==> config.mk <==
export PLATFORM = sky130hd
export DESIGN_NAME = ascii_integer_parser_top
export DESIGN_NICKNAME = d
export VERILOG_FILES = /design/src/rtl/aip_pkg.sv /design/src/rtl/aip_char_decode.sv /design/src/rtl/aip_parse_core.sv /design/src/rtl/ascii_integer_parser_top.sv
export SDC_FILE = /design/constraint.sdc
export NUM_CORES = 1
export LEC_CHECK = 0
export CORE_MARGIN = 2
export CORE_UTILIZATION = 45
export CTS_CLUSTER_SIZE = 30
export DETAILED_ROUTE_END_ITERATION = 8
export DONT_BUFFER_PORTS = 1
export GPL_TIMING_DRIVEN = 0
export PLACE_DENSITY_LB_ADDON = 0.1
export SKIP_LAST_GASP = 1
export SLEW_MARGIN = 10
export SYNTH_ARGS = -nofsm -noshare
export SYNTH_HDL_FRONTEND = slang
export SYNTH_SLANG_ARGS = --single-unit
==> constraint.sdc <==
create_clock -name clk_i -period 5.95 [get_ports clk_i]
set_input_delay 1.4875 -clock clk_i [delete_from_list [all_inputs] [get_ports clk_i]]
set_output_delay 1.4875 -clock clk_i [all_outputs]
set_load 0.005 [all_outputs]
==> src/rtl/aip_pkg.sv <==
`timescale 1ns / 1ps
package aip_pkg;

  localparam int unsigned CH_W           = 8;
  localparam int unsigned VALUE_W        = 32;
  localparam int unsigned DIGIT_W        = 4;
  localparam int unsigned CNT_W          = 6;
  localparam int unsigned HEX_MAX_DIGITS = 8;
  localparam int unsigned BIN_MAX_DIGITS = 32;

  localparam logic [CH_W-1:0] CH_NUL   = 8'h00;
  localparam logic [CH_W-1:0] CH_MINUS = 8'h2d;
  localparam logic [CH_W-1:0] CH_ZERO  = 8'h30;
  localparam logic [CH_W-1:0] CH_ONE   = 8'h31;
  localparam logic [CH_W-1:0] CH_NINE  = 8'h39;
  localparam logic [CH_W-1:0] CH_UA    = 8'h41;
  localparam logic [CH_W-1:0] CH_UB    = 8'h42;
  localparam logic [CH_W-1:0] CH_UF    = 8'h46;
  localparam logic [CH_W-1:0] CH_UX    = 8'h58;
  localparam logic [CH_W-1:0] CH_LA    = 8'h61;
  localparam logic [CH_W-1:0] CH_LB    = 8'h62;
  localparam logic [CH_W-1:0] CH_LF    = 8'h66;
  localparam logic [CH_W-1:0] CH_LX    = 8'h78;

  localparam logic [DIGIT_W-1:0] LETTER_OFFSET = 4'd9;

  typedef enum logic [2:0] {
    PH_START = 3'd0,
    PH_SIGN  = 3'd1,
    PH_ZERO  = 3'd2,
    PH_DEC   = 3'd3,
    PH_HEX   = 3'd4,
    PH_BIN   = 3'd5,
    PH_ERR   = 3'd6
  } aip_phase_e;

  typedef struct packed {
    logic               is_nul;
    logic               is_minus;
    logic               is_zero;
    logic               is_dec;
    logic               is_hex;
    logic               is_bin;
    logic               is_x;
    logic               is_b;
    logic [DIGIT_W-1:0] digit;
  } aip_char_t;

  typedef struct packed {
    logic               ok;
    logic [VALUE_W-1:0] value;
  } aip_result_t;

endpackage

==> src/rtl/aip_char_decode.sv <==
`timescale 1ns / 1ps
module aip_char_decode
  import aip_pkg::*;
(
  input  logic [CH_W-1:0] ch_i,
  output aip_char_t       cls_o
);

  logic dec;
  logic lower_hex;
  logic upper_hex;

  always_comb begin
    dec       = (ch_i >= CH_ZERO) && (ch_i <= CH_NINE);
    lower_hex = (ch_i >= CH_LA) && (ch_i <= CH_LF);
    upper_hex = (ch_i >= CH_UA) && (ch_i <= CH_UF);

    cls_o.is_nul   = (ch_i == CH_NUL);
    cls_o.is_minus = (ch_i == CH_MINUS);
    cls_o.is_zero  = (ch_i == CH_ZERO);
    cls_o.is_dec   = dec;
    cls_o.is_hex   = dec || lower_hex || upper_hex;
    cls_o.is_bin   = (ch_i == CH_ZERO) || (ch_i == CH_ONE);
    cls_o.is_x     = (ch_i == CH_LX) || (ch_i == CH_UX);
    cls_o.is_b     = (ch_i == CH_LB) || (ch_i == CH_UB);
    // Digits and letters both carry their value in the low nibble, letters offset by nine.
    cls_o.digit    = dec ? ch_i[DIGIT_W-1:0] : (ch_i[DIGIT_W-1:0] + LETTER_OFFSET);
  end

endmodule

==> src/rtl/aip_parse_core.sv <==
`timescale 1ns / 1ps
module aip_parse_core
  import aip_pkg::*;
(
  input  logic        clk_i,
  input  logic        rst_ni,
  input  logic        step_i,
  input  aip_char_t   cls_i,
  output logic        res_valid_o,
  output aip_result_t res_o
);

  aip_phase_e         phase_q, phase_d;
  logic               neg_q, neg_d;
  logic [VALUE_W-1:0] acc_q, acc_d;
  logic [CNT_W-1:0]   cnt_q, cnt_d;

  logic               hex_room;
  logic               bin_room;
  logic [VALUE_W-1:0] digit_ext;
  logic [VALUE_W-1:0] acc_times_ten;
  logic               good;

  always_comb begin
    hex_room      = cnt_q < CNT_W'(HEX_MAX_DIGITS);
    bin_room      = cnt_q < CNT_W'(BIN_MAX_DIGITS);
    digit_ext     = VALUE_W'(cls_i.digit);
    acc_times_ten = {acc_q[VALUE_W-4:0], 3'b000} + {acc_q[VALUE_W-2:0], 1'b0};
  end

  // Next phase.
  always_comb begin
    phase_d = phase_q;
    if (step_i) begin
      if (cls_i.is_nul) begin
        phase_d = PH_START;
      end else begin
        unique case (phase_q)
          PH_START: begin
            if (cls_i.is_minus) begin
              phase_d = PH_SIGN;
            end else if (cls_i.is_zero) begin
              phase_d = PH_ZERO;
            end else if (cls_i.is_dec) begin
              phase_d = PH_DEC;
            end else begin
              phase_d = PH_ERR;
            end
          end
          PH_SIGN: begin
            if (cls_i.is_zero) begin
              phase_d = PH_ZERO;
            end else if (cls_i.is_dec) begin
              phase_d = PH_DEC;
            end else begin
              phase_d = PH_ERR;
            end
          end
          PH_ZERO: begin
            if (cls_i.is_x) begin
              phase_d = PH_HEX;
            end else if (cls_i.is_b) begin
              phase_d = PH_BIN;
            end else if (cls_i.is_dec) begin
              phase_d = PH_DEC;
            end else begin
              phase_d = PH_ERR;
            end
          end
          PH_DEC: begin
            if (!cls_i.is_dec) begin
              phase_d = PH_ERR;
            end
          end
          PH_HEX: begin
            if (!(cls_i.is_hex && hex_room)) begin
              phase_d = PH_ERR;
            end
          end
          PH_BIN: begin
            if (!(cls_i.is_bin && bin_room)) begin
              phase_d = PH_ERR;
            end
          end
          default: begin
            phase_d = PH_ERR;
          end
        endcase
      end
    end
  end

  // Accumulator, sign, digit count and the result at the end of a string.
  always_comb begin
    neg_d = neg_q;
    acc_d = acc_q;
    cnt_d = cnt_q;
    if (step_i) begin
      if (cls_i.is_nul) begin
        neg_d = 1'b0;
        acc_d = '0;
        cnt_d = '0;
      end else begin
        unique case (phase_q)
          PH_START, PH_SIGN: begin
            if ((phase_q == PH_START) && cls_i.is_minus) begin
              neg_d = 1'b1;
            end else if (cls_i.is_dec && !cls_i.is_zero) begin
              acc_d = digit_ext;
            end
          end
          PH_ZERO: begin
            if (cls_i.is_dec) begin
              acc_d = digit_ext;
            end
          end
          PH_DEC: begin
            if (cls_i.is_dec) begin
              acc_d = acc_times_ten + digit_ext;
            end
          end
          PH_HEX: begin
            if (cls_i.is_hex && hex_room) begin
              acc_d = {acc_q[VALUE_W-5:0], cls_i.digit};
              cnt_d = cnt_q + CNT_W'(1);
            end
          end
          PH_BIN: begin
            if (cls_i.is_bin && bin_room) begin
              acc_d = {acc_q[VALUE_W-2:0], cls_i.digit[0]};
              cnt_d = cnt_q + CNT_W'(1);
            end
          end
          default: begin
          end
        endcase
      end
    end

    unique case (phase_q)
      PH_SIGN, PH_ZERO, PH_DEC: good = 1'b1;
      PH_HEX, PH_BIN:           good = (cnt_q != '0);
      default:                  good = 1'b0;
    endcase

    res_valid_o = step_i && cls_i.is_nul;
    res_o.ok    = good;
    res_o.value = good ? (neg_q ? (VALUE_W'(0) - acc_q) : acc_q) : '0;
  end

  always_ff @(posedge clk_i or negedge rst_ni) begin
    if (!rst_ni) begin
      phase_q <= PH_START;
      neg_q   <= 1'b0;
      acc_q   <= '0;
      cnt_q   <= '0;
    end else begin
      phase_q <= phase_d;
      neg_q   <= neg_d;
      acc_q   <= acc_d;
      cnt_q   <= cnt_d;
    end
  end

endmodule

==> src/rtl/ascii_integer_parser_top.sv <==
`timescale 1ns / 1ps
// ASCII integer parser.
// The slave stream carries one ASCII character per transaction in s_axis_tdata. Characters
// build up a signed decimal, 0x hexadecimal or 0b binary number; a NUL character ends the
// string and causes exactly one transaction on the master stream, carrying the value in
// m_axis_tdata and the success flag in m_axis_tuser. Other characters cause no output.
// Each character is registered on entry and then updates the parser state, so one character is
// taken in every cycle unless a NUL waits for a busy output register. The result of a NUL is
// written to the output register when the NUL leaves the input register and updates the parser.
// When the receiver stalls, the result is held in the output register and characters that
// are not NUL are still accepted; a following NUL waits in the input register, holding
// s_axis_tready low, until the output register is free.
// Reset clears both registers' valid flags and returns the parser to the start of a string.
module ascii_integer_parser_top
  import aip_pkg::*;
(
  input  logic                      clk_i,
  input  logic                      rst_ni,
  input  logic                      s_axis_tvalid,
  output logic                      s_axis_tready,
  input  logic [CH_W-1:0]           s_axis_tdata,   // [7:0] ch
  output logic                      m_axis_tvalid,
  input  logic                      m_axis_tready,
  output logic signed [VALUE_W-1:0] m_axis_tdata,   // [31:0] value
  output logic                      m_axis_tuser    // [0] ok
);

  logic        in_valid_q, in_valid_d;
  logic [CH_W-1:0] ch_q;
  logic        out_valid_q, out_valid_d;
  aip_result_t out_q;

  aip_char_t   cls;
  logic        step;
  logic        out_free;
  logic        in_take;
  logic        res_valid;
  aip_result_t res;

  aip_char_decode u_decode (
    .ch_i  (ch_q),
    .cls_o (cls)
  );

  aip_parse_core u_core (
    .clk_i       (clk_i),
    .rst_ni      (rst_ni),
    .step_i      (step),
    .cls_i       (cls),
    .res_valid_o (res_valid),
    .res_o       (res)
  );

  always_comb begin
    out_free      = !out_valid_q || m_axis_tready;
    step          = in_valid_q && (!cls.is_nul || out_free);
    s_axis_tready = !in_valid_q || step;
    in_take       = s_axis_tvalid && s_axis_tready;
    in_valid_d    = in_take || (in_valid_q && !step);
    out_valid_d   = res_valid || (out_valid_q && !m_axis_tready);
  end

  always_ff @(posedge clk_i or negedge rst_ni) begin
    if (!rst_ni) begin
      in_valid_q  <= 1'b0;
      out_valid_q <= 1'b0;
    end else begin
      in_valid_q  <= in_valid_d;
      out_valid_q <= out_valid_d;
    end
  end

  always_ff @(posedge clk_i) begin
    if (in_take) begin
      ch_q <= s_axis_tdata;
    end
    if (res_valid) begin
      out_q <= res;
    end
  end

  assign m_axis_tvalid = out_valid_q;
  assign m_axis_tdata  = out_q.value;
  assign m_axis_tuser  = out_q.ok;

endmodule

==> flow_summary.json <==
{
  "status": "completed",
  "diodes": 0,
  "regToRegStartpoint": "ch_q[0]",
  "hold_class": "flop to flop",
  "required_ns": 6.21,
  "cts-root-buf": "clkbuf_16",
  "crit_path_end_kind": "flop",
  "worstPathMaxFanout": 8,
  "place_hpwl_um": 12800,
  "cts_tree": "yes",
  "slew_headroom": 0.330,
  "postCtsHoldBufs": 0,
  "syn-instance-count": 700,
  "p_leak_nw": 2.87,
  "route.met2.wl_um": 8220,
  "hold_viol_final": 0,
  "dieArea_um2": 15700,
  "netlist_top_cells_area": "edfxtp_1, dfrtp_1, ha_1",
  "syn_area_um2": 6610,
  "wire_per_inst_um": 19.2,
  "first_global_vias": 5607,
  "wl_met3_um": 807,
  "viasPerCell": 6.17,
  "yosysUniqueCellTypes": 71,
  "min_period_ns": 5.21,
  "critPathLaunchType": "flop",
  "multi_input_area_um2": 4060,
  "syn-num-nets": 779,
  "rsz0062_at_grt": "no",
  "top_layer_used": "met4",
  "met1_length_um": 8010,
  "synth_top_area_cell": "edfxtp_1",
  "slowest_delay_ns": 0.52,
  "dp.cells": 884,
  "antenna_found_initial": 0,
  "rows": 44,
  "port_buffers": 0,
  "setup-tns-final_ns": 0,
  "grt-ovfl-total": 0,
  "start_util": 0.458,
  "gp_congestion": 0.946,
  "tightest_slew_ns": 1.00,
  "h-tree-depth": 3,
  "powerDensity_nw_per_um2": 352,
  "numClockSinks": 85,
  "nets": 790,
  "worstPathCellList": "inv_1, ha_1, nor2_1, o21ai_0, nand2_1, a31oi_1, fa_1, inv_1, fa_1, nor2b_1, o31a_1, o41a_1, o21ai_1, a21oi_1, o311ai_0, a21oi_1, o31ai_1",
  "async_flop_share": 0.518,
  "yosys.area.top_type_share": 0.186,
  "min_period_over_period": 0.875,
  "track_usage": 0.227,
  "yosysSeqAreaShare": 0.353,
  "clkTransAtPathRegs_ns": 0.07,
  "firstDrtPassIters": 5,
  "skew_ns": 0.00981,
  "synth_top_flop_cell": "dfrtp_1",
  "wl_um": 17300,
  "critPathSlowestCell": "fa_1",
  "boundaryPins": 47,
  "synth-warning-count": 0,
  "core_area_um2": 14400,
  "syn_to_final_growth_pct": 7.79,
  "cts_buffers": 9,
  "die_w_um": 125,
  "critPathKind": "flop to flop",
  "arrival_ns": 5.46,
  "final_cells": 900,
  "antenna_left": 0,
  "seqCellArea_um2": 2330,
  "worstSkewPairLatency_ns": 0.35,
  "fmax_mhz": 192,
  "drive_gt1_frac": 0.0545,
  "min_from": "u_core.acc_q[31]",
  "synth_edf_count": 41,
  "grt_pass1_wl_um": 28700,
  "grt_max_degree": 45,
  "slew_violations": 0,
  "ir_worst_vdd_mv": 0.154,
  "die_y_um": 125,
  "drc": 0,
  "syn_area_per_cell_um2": 9.44,
  "dr_total_vias": 5552,
  "clockBufferDepth": 2,
  "drtIter0Drc": 421,
  "nFillCells": 1344,
  "synth-seq-cells": 85,
  "maxCapViolations": 0,
  "setup_viol": 0,
  "timing.critical_path.from": "ch_q[0]"
}
report_power, final:
group          internal, mW  switching [mW]
Combinational         0.485           0.629
Clock                 0.288           0.260
Sequential            0.699           0.148
path summary, 6_finish.rpt:
check / to / slack [ns] / cells after the start
min in group asynchronous: u_core.acc_q[20] / 0.82 / 0
worst min-delay path: u_core.acc_q[31] / 0.54 / 2
max in group asynchronous: u_core.acc_q[0] / 5.03 / 0
worst min register to register: u_core.acc_q[31] / 0.54 / 2
worst max-delay path: u_core.acc_q[26] / 0.74 / 17
worst max register to register: u_core.acc_q[26] / 0.74 / 17
critical path, delay by kind of cell (launching register included):
family | cells | cell delay, ns
AO/OA/AOI/OAI | 9 | 2.91
AND/OR/NAND/NOR | 3 | 0.47
adder cells (fa/ha/maj) | 3 | 1.04
flip-flops | 1 | 0.47
buffers and inverters | 2 | 0.22
flip-flops by register name, summed over array words and instances (netlist names):
signal,flops
u_core.cnt_q,6
u_core.acc_q,32
m_axis_tdata,32
ch_q,8
u_core.neg_q,1
in_valid_q,1
m_axis_tuser,1
u_core.phase_q,3
m_axis_tvalid,1
cells in the mapped netlist, types with 7 or more instances:
| cell | n |
|---|---|
| xor2_1 | 37 |
| o21ai_0 | 41 |
| edfxtp_1 | 41 |
| clkbuf_1 | 27 |
| o31ai_1 | 14 |
| nor3_1 | 12 |
| inv_1 | 20 |
| a21oi_1 | 32 |
| a31oi_1 | 9 |
| xnor2_1 | 21 |
| dfrtp_1 | 44 |
| mux2i_1 | 28 |
| a21o_1 | 11 |
| o21a_1 | 8 |
| nand3_1 | 15 |
| nor2_1 | 71 |
| o22ai_1 | 12 |
| ha_1 | 65 |
| nand2_1 | 52 |
| nand2b_1 | 7 |
| a22o_1 | 10 |
| o221ai_1 | 13 |
final cells by class:
class / instances / area share
plain buffers: 35 / 0.0192
clock buffers: 9 / 0.0316
clock inverters: 7 / 0.00808
inverters: 21 / 0.0111
multi-input cells: 559 / 0.570
flip-flops and latches: 85 / 0.328
well taps: 184 / 0.0323
placed cells by master (no fill, tap or decap), drive strengths merged, types with 9 or more instances in the layout:
cell type	count
a22o	10
xnor2	21
mux2i	28
nor2	71
xor2	37
edfxtp	41
o31ai	16
nand3	15
nand2	52
o21ai	42
a21oi	32
dfrtp	44
nor3	12
ha	65
nand2b	9
a31oi	9
o221ai	13
inv	22
o22ai	12
clkbuf	37
a21o	11
kinds of logic (layout without fill, tap and decap cells):
group | after synthesis | count (layout) | synth area share
AO/OA/AOI/OAI | 196 | 196 | 0.207
multiplexers | 30 | 30 | 0.0458
XOR/XNOR | 58 | 58 | 0.0769
AND/OR/NAND/NOR | 208 | 208 | 0.155
buffers and inverters | 56 | 72 | 0.0326
adder cells (fa/ha/maj) | 67 | 67 | 0.129
flip-flops | 85 | 85 | 0.353
metal layers:
layer  vias up  track usage
met4         0       0.0856
met2       171        0.377
met1      2709        0.300
li1       2648            -
met3        24       0.0351
met5         -            0
what timing repair did:
| item | 4_1_cts | 5_1_grt |
|---|---|---|
| gates resized for setup | 0 | 1 |
| setup endpoints to repair | 0 | 1 |
| setup buffers | 0 | 0 |
stage by stage:
step / hold WS [ns] / utilization / worst slack (ns) / cell area, um2 / power [mW]
finish: 0.544 / 0.494 / 0.744 / 7120 / 2.51
global route: 0.599 / 0.494 / 0.203 / 7120 / 2.71
global placement: 0.521 / 0.474 / 0.736 / 6840 / 1.92
detailed placement: 0.527 / 0.474 / 0.600 / 6840 / 1.96
floorplan: 0.481 / - / 1.69 / 6610 / 1.69
CTS: 0.543 / 0.494 / 0.575 / 7120 / 2.51
Note: power is estimated with default switching activity, not from simulation.
